## src/rtl/btc_pkg.sv

```systemverilog
// ----------------------------------------------------------------------------
// btc_pkg
// Shared types, constants and helper functions for the block transposition
// cipher core.
// ----------------------------------------------------------------------------
package btc_pkg;

   localparam int STORE_DEPTH = 8;
   localparam int ADDR_W      = 3;
   localparam int CHAR_W      = 8;
   localparam int PERM_W      = 24;
   localparam int COUNT_W     = 4;

   localparam logic [PERM_W-1:0] PERM_RESET = 24'hFAC688;

   localparam logic [CHAR_W-1:0] PAD_CHAR    = 8'd88;
   localparam logic [CHAR_W-1:0] CASE_OFFSET = 8'd32;
   localparam logic [CHAR_W-1:0] LOWER_BELOW = 8'd96;
   localparam logic [CHAR_W-1:0] LOWER_ABOVE = 8'd123;
   localparam logic [CHAR_W-1:0] UPPER_BELOW = 8'd64;
   localparam logic [CHAR_W-1:0] UPPER_ABOVE = 8'd91;

   localparam logic FUNC_TEXT  = 1'b0;
   localparam logic FUNC_FLUSH = 1'b1;

   typedef enum logic [1:0] {
      ST_RUN,
      ST_READ,
      ST_LOAD
   } state_type;

   typedef struct packed {
      logic              wr_en;
      logic [ADDR_W-1:0] wr_addr;
      logic [CHAR_W-1:0] wr_data;
      logic              rd_en;
      logic [ADDR_W-1:0] rd_addr;
   } mem_req_type;

   function automatic logic is_lower(input logic [CHAR_W-1:0] c);
      return (c > LOWER_BELOW) && (c < LOWER_ABOVE);
   endfunction

   function automatic logic is_letter(input logic [CHAR_W-1:0] c);
      return ((c > UPPER_BELOW) && (c < UPPER_ABOVE)) || is_lower(c);
   endfunction

   function automatic logic [CHAR_W-1:0] to_upper(input logic [CHAR_W-1:0] c);
      return is_lower(c) ? (c - CASE_OFFSET) : c;
   endfunction

endpackage

```

## src/rtl/block_transposition_cipher_core.sv

```systemverilog
// ----------------------------------------------------------------------------
// block_transposition_cipher_core
// Keyed block transposition of an ASCII letter stream with padding on flush.
// ----------------------------------------------------------------------------
//   Channel   Direction  Handshake             Payload
//   req_      in         req_valid/req_stall   req_func, req_char_code
//   rsp_      out        rsp_valid/rsp_stall   rsp_cipher_char, rsp_block_last
//   csr_      in         csr_wr_en             csr_wr_data (permutation)
//
// A text or flush transaction is accepted while no block is being emitted.
// Each emitted character takes one memory read and then one output register
// load, and req_stall stays high while a block is emitted, also while the
// output is stalled. Reset is synchronous, clears the sequencer and the
// letter count and loads the reset permutation; the letter memory is not
// cleared.
// ----------------------------------------------------------------------------
module block_transposition_cipher_core #(
   parameter int KEY_LEN = 8
) (
   input  logic                                   clock,
   input  logic                                   reset,
   input  logic                                   req_valid,
   output logic                                   req_stall,
   input  logic                                   req_func,
   input  logic [btc_pkg::CHAR_W-1:0]             req_char_code,
   output logic                                   rsp_valid,
   input  logic                                   rsp_stall,
   output logic [btc_pkg::CHAR_W-1:0]             rsp_cipher_char,
   output logic                                   rsp_block_last,
   input  logic                                   csr_wr_en,
   input  logic [btc_pkg::PERM_W-1:0]             csr_wr_data
);
   import btc_pkg::*;

   localparam int BLOCK_N = (KEY_LEN > STORE_DEPTH) ? STORE_DEPTH : KEY_LEN;

   logic [PERM_W-1:0] perm_ff, perm_in;
   mem_req_type       mem_req;
   logic [CHAR_W-1:0] mem_rd_data;

   always_comb begin
      perm_in = csr_wr_en ? csr_wr_data : perm_ff;
   end

   always_ff @(posedge clock) begin
      if (reset) begin
         perm_ff <= PERM_RESET;
      end else begin
         perm_ff <= perm_in;
      end
   end

   btc_store u_store (
      .clock   (clock),
      .mem_req (mem_req),
      .rd_data (mem_rd_data)
   );

   btc_ctrl #(
      .BLOCK_N (BLOCK_N)
   ) u_ctrl (
      .clock           (clock),
      .reset           (reset),
      .perm            (perm_ff),
      .req_valid       (req_valid),
      .req_stall       (req_stall),
      .req_func        (req_func),
      .req_char_code   (req_char_code),
      .mem_req         (mem_req),
      .mem_rd_data     (mem_rd_data),
      .rsp_valid       (rsp_valid),
      .rsp_stall       (rsp_stall),
      .rsp_cipher_char (rsp_cipher_char),
      .rsp_block_last  (rsp_block_last)
   );

endmodule

```

## src/rtl/btc_store.sv

```systemverilog
// ----------------------------------------------------------------------------
// btc_store
// Block letter memory indexed by arrival index, one write port and one read
// port with registered read data.
// ----------------------------------------------------------------------------
module btc_store (
   input  logic                                   clock,
   input  btc_pkg::mem_req_type                   mem_req,
   output logic [btc_pkg::CHAR_W-1:0]             rd_data
);
   import btc_pkg::*;

   logic [CHAR_W-1:0] mem_ff [STORE_DEPTH];
   logic [CHAR_W-1:0] rd_data_ff;

   always_ff @(posedge clock) begin
      if (mem_req.wr_en) begin
         mem_ff[mem_req.wr_addr] <= mem_req.wr_data;
      end
   end

   always_ff @(posedge clock) begin
      if (mem_req.rd_en) begin
         rd_data_ff <= mem_ff[mem_req.rd_addr];
      end
   end

   assign rd_data = rd_data_ff;

endmodule

```

## src/rtl/btc_ctrl.sv

```systemverilog
// ----------------------------------------------------------------------------
// btc_ctrl
// Sequencer that filters and stores letters, then walks the output positions,
// finds the source index of each through the permutation and emits it.
// ----------------------------------------------------------------------------
module btc_ctrl #(
   parameter int BLOCK_N = 8
) (
   input  logic                                   clock,
   input  logic                                   reset,
   input  logic [btc_pkg::PERM_W-1:0]             perm,
   input  logic                                   req_valid,
   output logic                                   req_stall,
   input  logic                                   req_func,
   input  logic [btc_pkg::CHAR_W-1:0]             req_char_code,
   output btc_pkg::mem_req_type                   mem_req,
   input  logic [btc_pkg::CHAR_W-1:0]             mem_rd_data,
   output logic                                   rsp_valid,
   input  logic                                   rsp_stall,
   output logic [btc_pkg::CHAR_W-1:0]             rsp_cipher_char,
   output logic                                   rsp_block_last
);
   import btc_pkg::*;

   localparam logic [COUNT_W-1:0] FULL_COUNT = COUNT_W'(BLOCK_N);
   localparam logic [ADDR_W-1:0]  LAST_POS   = ADDR_W'(BLOCK_N - 1);

   state_type          state_ff, state_in;
   logic [COUNT_W-1:0] count_ff, count_in;
   logic [ADDR_W-1:0]  pos_ff, pos_in;
   logic               hit_ff, hit_in;
   logic [ADDR_W-1:0]  src_ff, src_in;
   logic               rsp_valid_ff, rsp_valid_in;
   logic [CHAR_W-1:0]  char_ff, char_in;
   logic               last_ff, last_in;
   logic               hit_s;
   logic [ADDR_W-1:0]  src_s;

   always_comb begin
      hit_s = 1'b0;
      src_s = '0;
      for (int i = 0; i < BLOCK_N; i++) begin
         if (perm[3*i +: 3] == pos_ff) begin
            hit_s = 1'b1;
            src_s = ADDR_W'(i);
         end
      end
   end

   always_ff @(posedge clock) begin
      if (reset) begin
         state_ff     <= ST_RUN;
         count_ff     <= '0;
         pos_ff       <= '0;
         rsp_valid_ff <= 1'b0;
      end else begin
         state_ff     <= state_in;
         count_ff     <= count_in;
         pos_ff       <= pos_in;
         rsp_valid_ff <= rsp_valid_in;
      end
   end

   always_ff @(posedge clock) begin
      hit_ff  <= hit_in;
      src_ff  <= src_in;
      char_ff <= char_in;
      last_ff <= last_in;
   end

   always_comb begin
      state_in     = state_ff;
      count_in     = count_ff;
      pos_in       = pos_ff;
      hit_in       = hit_ff;
      src_in       = src_ff;
      rsp_valid_in = rsp_valid_ff;
      char_in      = char_ff;
      last_in      = last_ff;
      mem_req      = '0;
      req_stall    = (state_ff != ST_RUN);

      if (rsp_valid_ff && !rsp_stall) begin
         rsp_valid_in = 1'b0;
      end

      unique case (state_ff)
         ST_RUN: begin
            if (req_valid) begin
               if (req_func == FUNC_FLUSH) begin
                  if (count_ff != '0) begin
                     state_in = ST_READ;
                     pos_in   = '0;
                  end
               end else if (is_letter(req_char_code)) begin
                  mem_req.wr_en   = 1'b1;
                  mem_req.wr_addr = count_ff[ADDR_W-1:0];
                  mem_req.wr_data = to_upper(req_char_code);
                  count_in        = count_ff + COUNT_W'(1);
                  if (count_in == FULL_COUNT) begin
                     state_in = ST_READ;
                     pos_in   = '0;
                  end
               end
            end
         end
         ST_READ: begin
            mem_req.rd_en   = 1'b1;
            mem_req.rd_addr = src_s;
            hit_in          = hit_s;
            src_in          = src_s;
            state_in        = ST_LOAD;
         end
         ST_LOAD: begin
            if (!rsp_valid_ff || !rsp_stall) begin
               rsp_valid_in = 1'b1;
               if (!hit_ff) begin
                  char_in = '0;
               end else if ({1'b0, src_ff} >= count_ff) begin
                  char_in = PAD_CHAR;
               end else begin
                  char_in = mem_rd_data;
               end
               last_in = (pos_ff == LAST_POS);
               if (pos_ff == LAST_POS) begin
                  state_in = ST_RUN;
                  count_in = '0;
               end else begin
                  pos_in   = pos_ff + ADDR_W'(1);
                  state_in = ST_READ;
               end
            end
         end
         default: begin
            state_in = ST_RUN;
         end
      endcase
   end

   assign rsp_valid       = rsp_valid_ff;
   assign rsp_cipher_char = char_ff;
   assign rsp_block_last  = last_ff;

endmodule

```

## config.mk

```make
export PLATFORM = sky130hd
export DESIGN_NAME = block_transposition_cipher_core
export DESIGN_NICKNAME = d
export VERILOG_FILES = /design/src/rtl/btc_pkg.sv /design/src/rtl/block_transposition_cipher_core.sv /design/src/rtl/btc_store.sv /design/src/rtl/btc_ctrl.sv
export SDC_FILE = /design/constraint.sdc
export NUM_CORES = 1
export LEC_CHECK = 0
export BUFFER_PORTS_ARGS = -buffer_cell sky130_fd_sc_hd__buf_2
export CAP_MARGIN = 20
export CORE_MARGIN = 8
export CORE_UTILIZATION = 40
export CTS_CLUSTER_SIZE = 12
export DETAILED_ROUTE_END_ITERATION = 8
export RECOVER_POWER = 25
export SETUP_SLACK_MARGIN = 0.4
export SKIP_CTS_REPAIR_TIMING = 1
export SYNTH_ARGS = -nofsm -noshare
export SYNTH_HDL_FRONTEND = slang
export SYNTH_HIERARCHICAL = 1
export SYNTH_SLANG_ARGS = --single-unit
```

## constraint.sdc

```tcl
create_clock -name clock -period 2.76 [get_ports clock]
set_input_delay 0.138 -clock clock [delete_from_list [all_inputs] [get_ports clock]]
set_output_delay 0.138 -clock clock [all_outputs]
set_load 0.01 [all_outputs]
```

==> flow_metrics.py <==
metrics = {
    "outcome": {
        "status": "complete, but fails checks",
        "violations": "hold timing, capacitance limit, slew limit",
    },
    "clock_tree": {
        "clk_path_buf_depth": 2,
        "clkSlewWorstSetupHoldPaths_ns": 0.05,
        "htreeDepth": 4,
        "cts_sinks": 119,
        "root_buffer": "clkbuf_16",
        "cts_buffers": 17,
        "cts_tree": "yes",
        "clock_latency_ns": 0.40,
    },
    "die": {
        "rows": 42,
        "io_pins": 49,
        "die_area_um2": 17200,
        "coreArea_um2": 13100,
        "die_x_um": 131,
        "start_util_pct": 40.6,
        "die_h_um": 131,
    },
    "critical_path": {
        "reg2regPathDepth": 8,
        "critPathMaxFanout": 9,
        "reg2reg_from": "u_ctrl/pos_ff[0]$_SDFFE_PP0P_",
        "required_ns": 2.91,
        "crit_type": "reg2reg",
        "critPathCaptureType": "register",
        "reg2reg_to": "u_store/rd_data[2]$_DFFE_PP_",
        "reg2reg_slack_ns": 0.27,
        "start_kind": "register",
        "arrival_ns": 2.64,
    },
    "synthesis": {
        "yosys.area_share.simple_pct": 10.6,
        "synthesis.nets": 427,
        "synth_fa_ha_area_share_pct": 2.12,
        "ys_top_cells_by_area": "edfxtp_1 (48%), dfxtp_1 (13%), mux4_1 (7.4%)",
        "synth-async-reset-ratio_pct": 0,
        "synth_warnings": 6,
        "synth.area.mux_share_pct": 11.8,
        "synth_compound_area_share_pct": 6.89,
        "synth_edf_count": 85,
        "syn_inst": 380,
        "syn_area_um2": 5310,
        "synth_seq_cells": 119,
        "ys.flop_type": "edfxtp_1",
        "seq_area_frac_synth_pct": 60.9,
        "avgSynthCellArea_um2": 14.0,
        "synth_top_cell_by_area": "edfxtp_1",
        "ys_types": 48,
        "synth_xor_area_share_pct": 3.96,
        "synth.top_cell.area_share_pct": 48.1,
        "synth_top_family_by_area": "multiplexers",
    },
    "layout": {
        "area_growth_pct": 24.9,
        "ff_latch_area_um2": 3240,
        "fin_nets": 516,
        "diodes": 0,
        "final_cell_mix": "edfxtp_1 (85), buf_2 (36), nor2_1 (33)",
        "fillers": 1105,
        "drive_above_1_share_pct": 28.1,
        "multi_input_area_um2": 1940,
        "final_common_cell": "edfxtp_1",
    },
    "power_and_ir_drop": {
        "finalPower_w": 0.00426,
        "ir_drop_uv": 492,
        "power_density_nw_per_um2": 643,
        "p_leak_nw": 2.42,
    },
    "global_route": {
        "grt_start_max_net_pins": 37,
        "grt_pass1_wl_mm": 16.8,
        "antenna_found_initial": 0,
        "gr-usage-all-layers_pct": 12.5,
        "grt_pass1_vias": 3257,
        "overflow": 0,
    },
    "worst_hold_path": {
        "hold_class": "in2reg",
        "hold_path_depth": 3,
        "hold_path.startpoint": "csr_wr_data[8]",
        "min_to": "perm_ff[8]$_SDFFE_PP0P_",
    },
    "route": {
        "viasPerCell": 4.93,
        "dr.pass1.iters": 4,
        "num_vias": 3235,
        "drt_iter0_drc": 292,
        "totalWireLength_mm": 10.8,
        "drcViolationCount": 0,
        "ant_nets": 0,
        "wl_per_cell_um": 16.5,
    },
    "place": {
        "place_congestion": 0.802,
        "dp_hpwl_mm": 7.29,
        "portBuffers": 48,
    },
    "timing": {
        "rsz0062_at_grt": "true",
        "whs_ns": -0.0325,
        "final_hold_viol_count": 7,
        "skew_ns": 0.0116,
        "setup_viol": 0,
        "fin_setup_tns_ns": 0,
        "tightestPinTransition_ns": 1.70,
        "fmax_mhz": 401,
        "drv_slew": 37,
        "finalCritPeriodShare_pct": 90.3,
        "relSlewSlack_pct": -13.1,
        "min_period_ns": 2.49,
    },
    "flow_run": {
        "drv_cap": 1,
    },
}
-- report_power, final --
part | internal, W | leakage (nW) | switching [W]
combinational | 0.000126 | 1.13 | 0.000114
clock | 0.00131 | 0.260 | 0.000747
sequential | 0.00194 | 1.03 | 0.0000266
-- critical path, cell delays in order (launching register included) --
cell and delay [ns]:
dfxtp_4 0.42, xor2_1 0.21, nor3_2 0.09, o211a_1 0.21, nor3_2 0.12, o21a_2 0.21
buf_12 0.15, mux4_1 0.54, mux2_4 0.28
-- metal layers --
metal	up-vias	routed length [um]	share of wire [%]	global-route usage (%)
li1	1592	-	-	-
met1	1559	5170	48	16.0
met2	77	5030	46	19.4
met3	7	525	4.8	3.54
met4	0	109	1.0	5.62
met5	-	0	0	0
-- synth_stat cells (all sizes together), types with 2 or more instances --
cell	n
edfxtp	85
dfxtp	34
nor2	33
inv	16
mux4	16
xnor2	15
a211o	14
buf	14
nand3	13
mux2i	12
a21oi	11
and2	10
ha	9
xor2	9
and2b	8
mux2	8
nand2	8
nand2b	8
nor3	8
nor2b	7
o21ai	6
a31oi	5
clkbuf	4
o21a	4
a21o	3
nand4	3
a21boi	2
nand3b	2
or2	2
-- worst max path at each step --
stage	cells after the start	end	slack (ns)	start
6_report	8	u_store/rd_data[2]$_DFFE_PP_	0.27	u_ctrl/pos_ff[0]$_SDFFE_PP0P_
5_1_grt	8	u_store/rd_data[2]$_DFFE_PP_	0.17	u_ctrl/pos_ff[0]$_SDFFE_PP0P_
4_1_cts	8	u_store/rd_data[2]$_DFFE_PP_	0.14	u_ctrl/pos_ff[0]$_SDFFE_PP0P_
3_5_place_dp	8	u_store/rd_data[1]$_DFFE_PP_	0.15	u_ctrl/pos_ff[0]$_SDFFE_PP0P_
3_3_place_gp	8	u_store/rd_data[3]$_DFFE_PP_	0.20	u_ctrl/pos_ff[1]$_SDFFE_PP0P_
2_1_floorplan	7	u_store/mem_ff[1][0]$_DFFE_PP_	0.30	req_char_code[0]
-- registers in the layout, summed over array words and instances (netlist names) --
signal	cells
u_ctrl/count_ff	4
u_ctrl/rsp_block_last	1
u_ctrl/state_ff	2
u_ctrl/src_ff	3
u_store/mem_ff	64
u_ctrl/rsp_cipher_char	8
u_ctrl/hit_ff	1
u_ctrl/pos_ff	3
perm_ff	24
u_ctrl/rsp_valid	1
u_store/rd_data	8
-- stage by stage --
step	util [%]	cells	worst slack [ns]	instance area, um2
after global placement	44.0	600	0.196	5760
after CTS	48.3	630	0.140	6320
final	50.6	656	0.269	6630
after detailed placement	44.0	600	0.155	5760
after global routing	50.6	656	0.174	6630
after floorplan	-	380	0.295	5330
-- kinds of logic after synthesis --
kind of cell               after synthesis
muxes                                   36
buffers and inverters                   34
and+or+nand+nor                        106
DFF                                    119
adders and majority gates                9
AOI/OAI and AO/OA                       51
other                                    1
xor gates and xnor gates                24
-- layout make-up --
| type | count | share of cell area, % |
|---|---|---|
| sequential | 119 | 49.0 |
| multi-input combinational | 227 | 29.3 |
| timing repair buffer | 88 | 9.05 |
| clock buffer | 17 | 6.42 |
| tap | 176 | 3.32 |
| clock inverter | 13 | 2.02 |
| inverter | 16 | 0.907 |
Note: power is estimated with default switching activity, not from simulation.
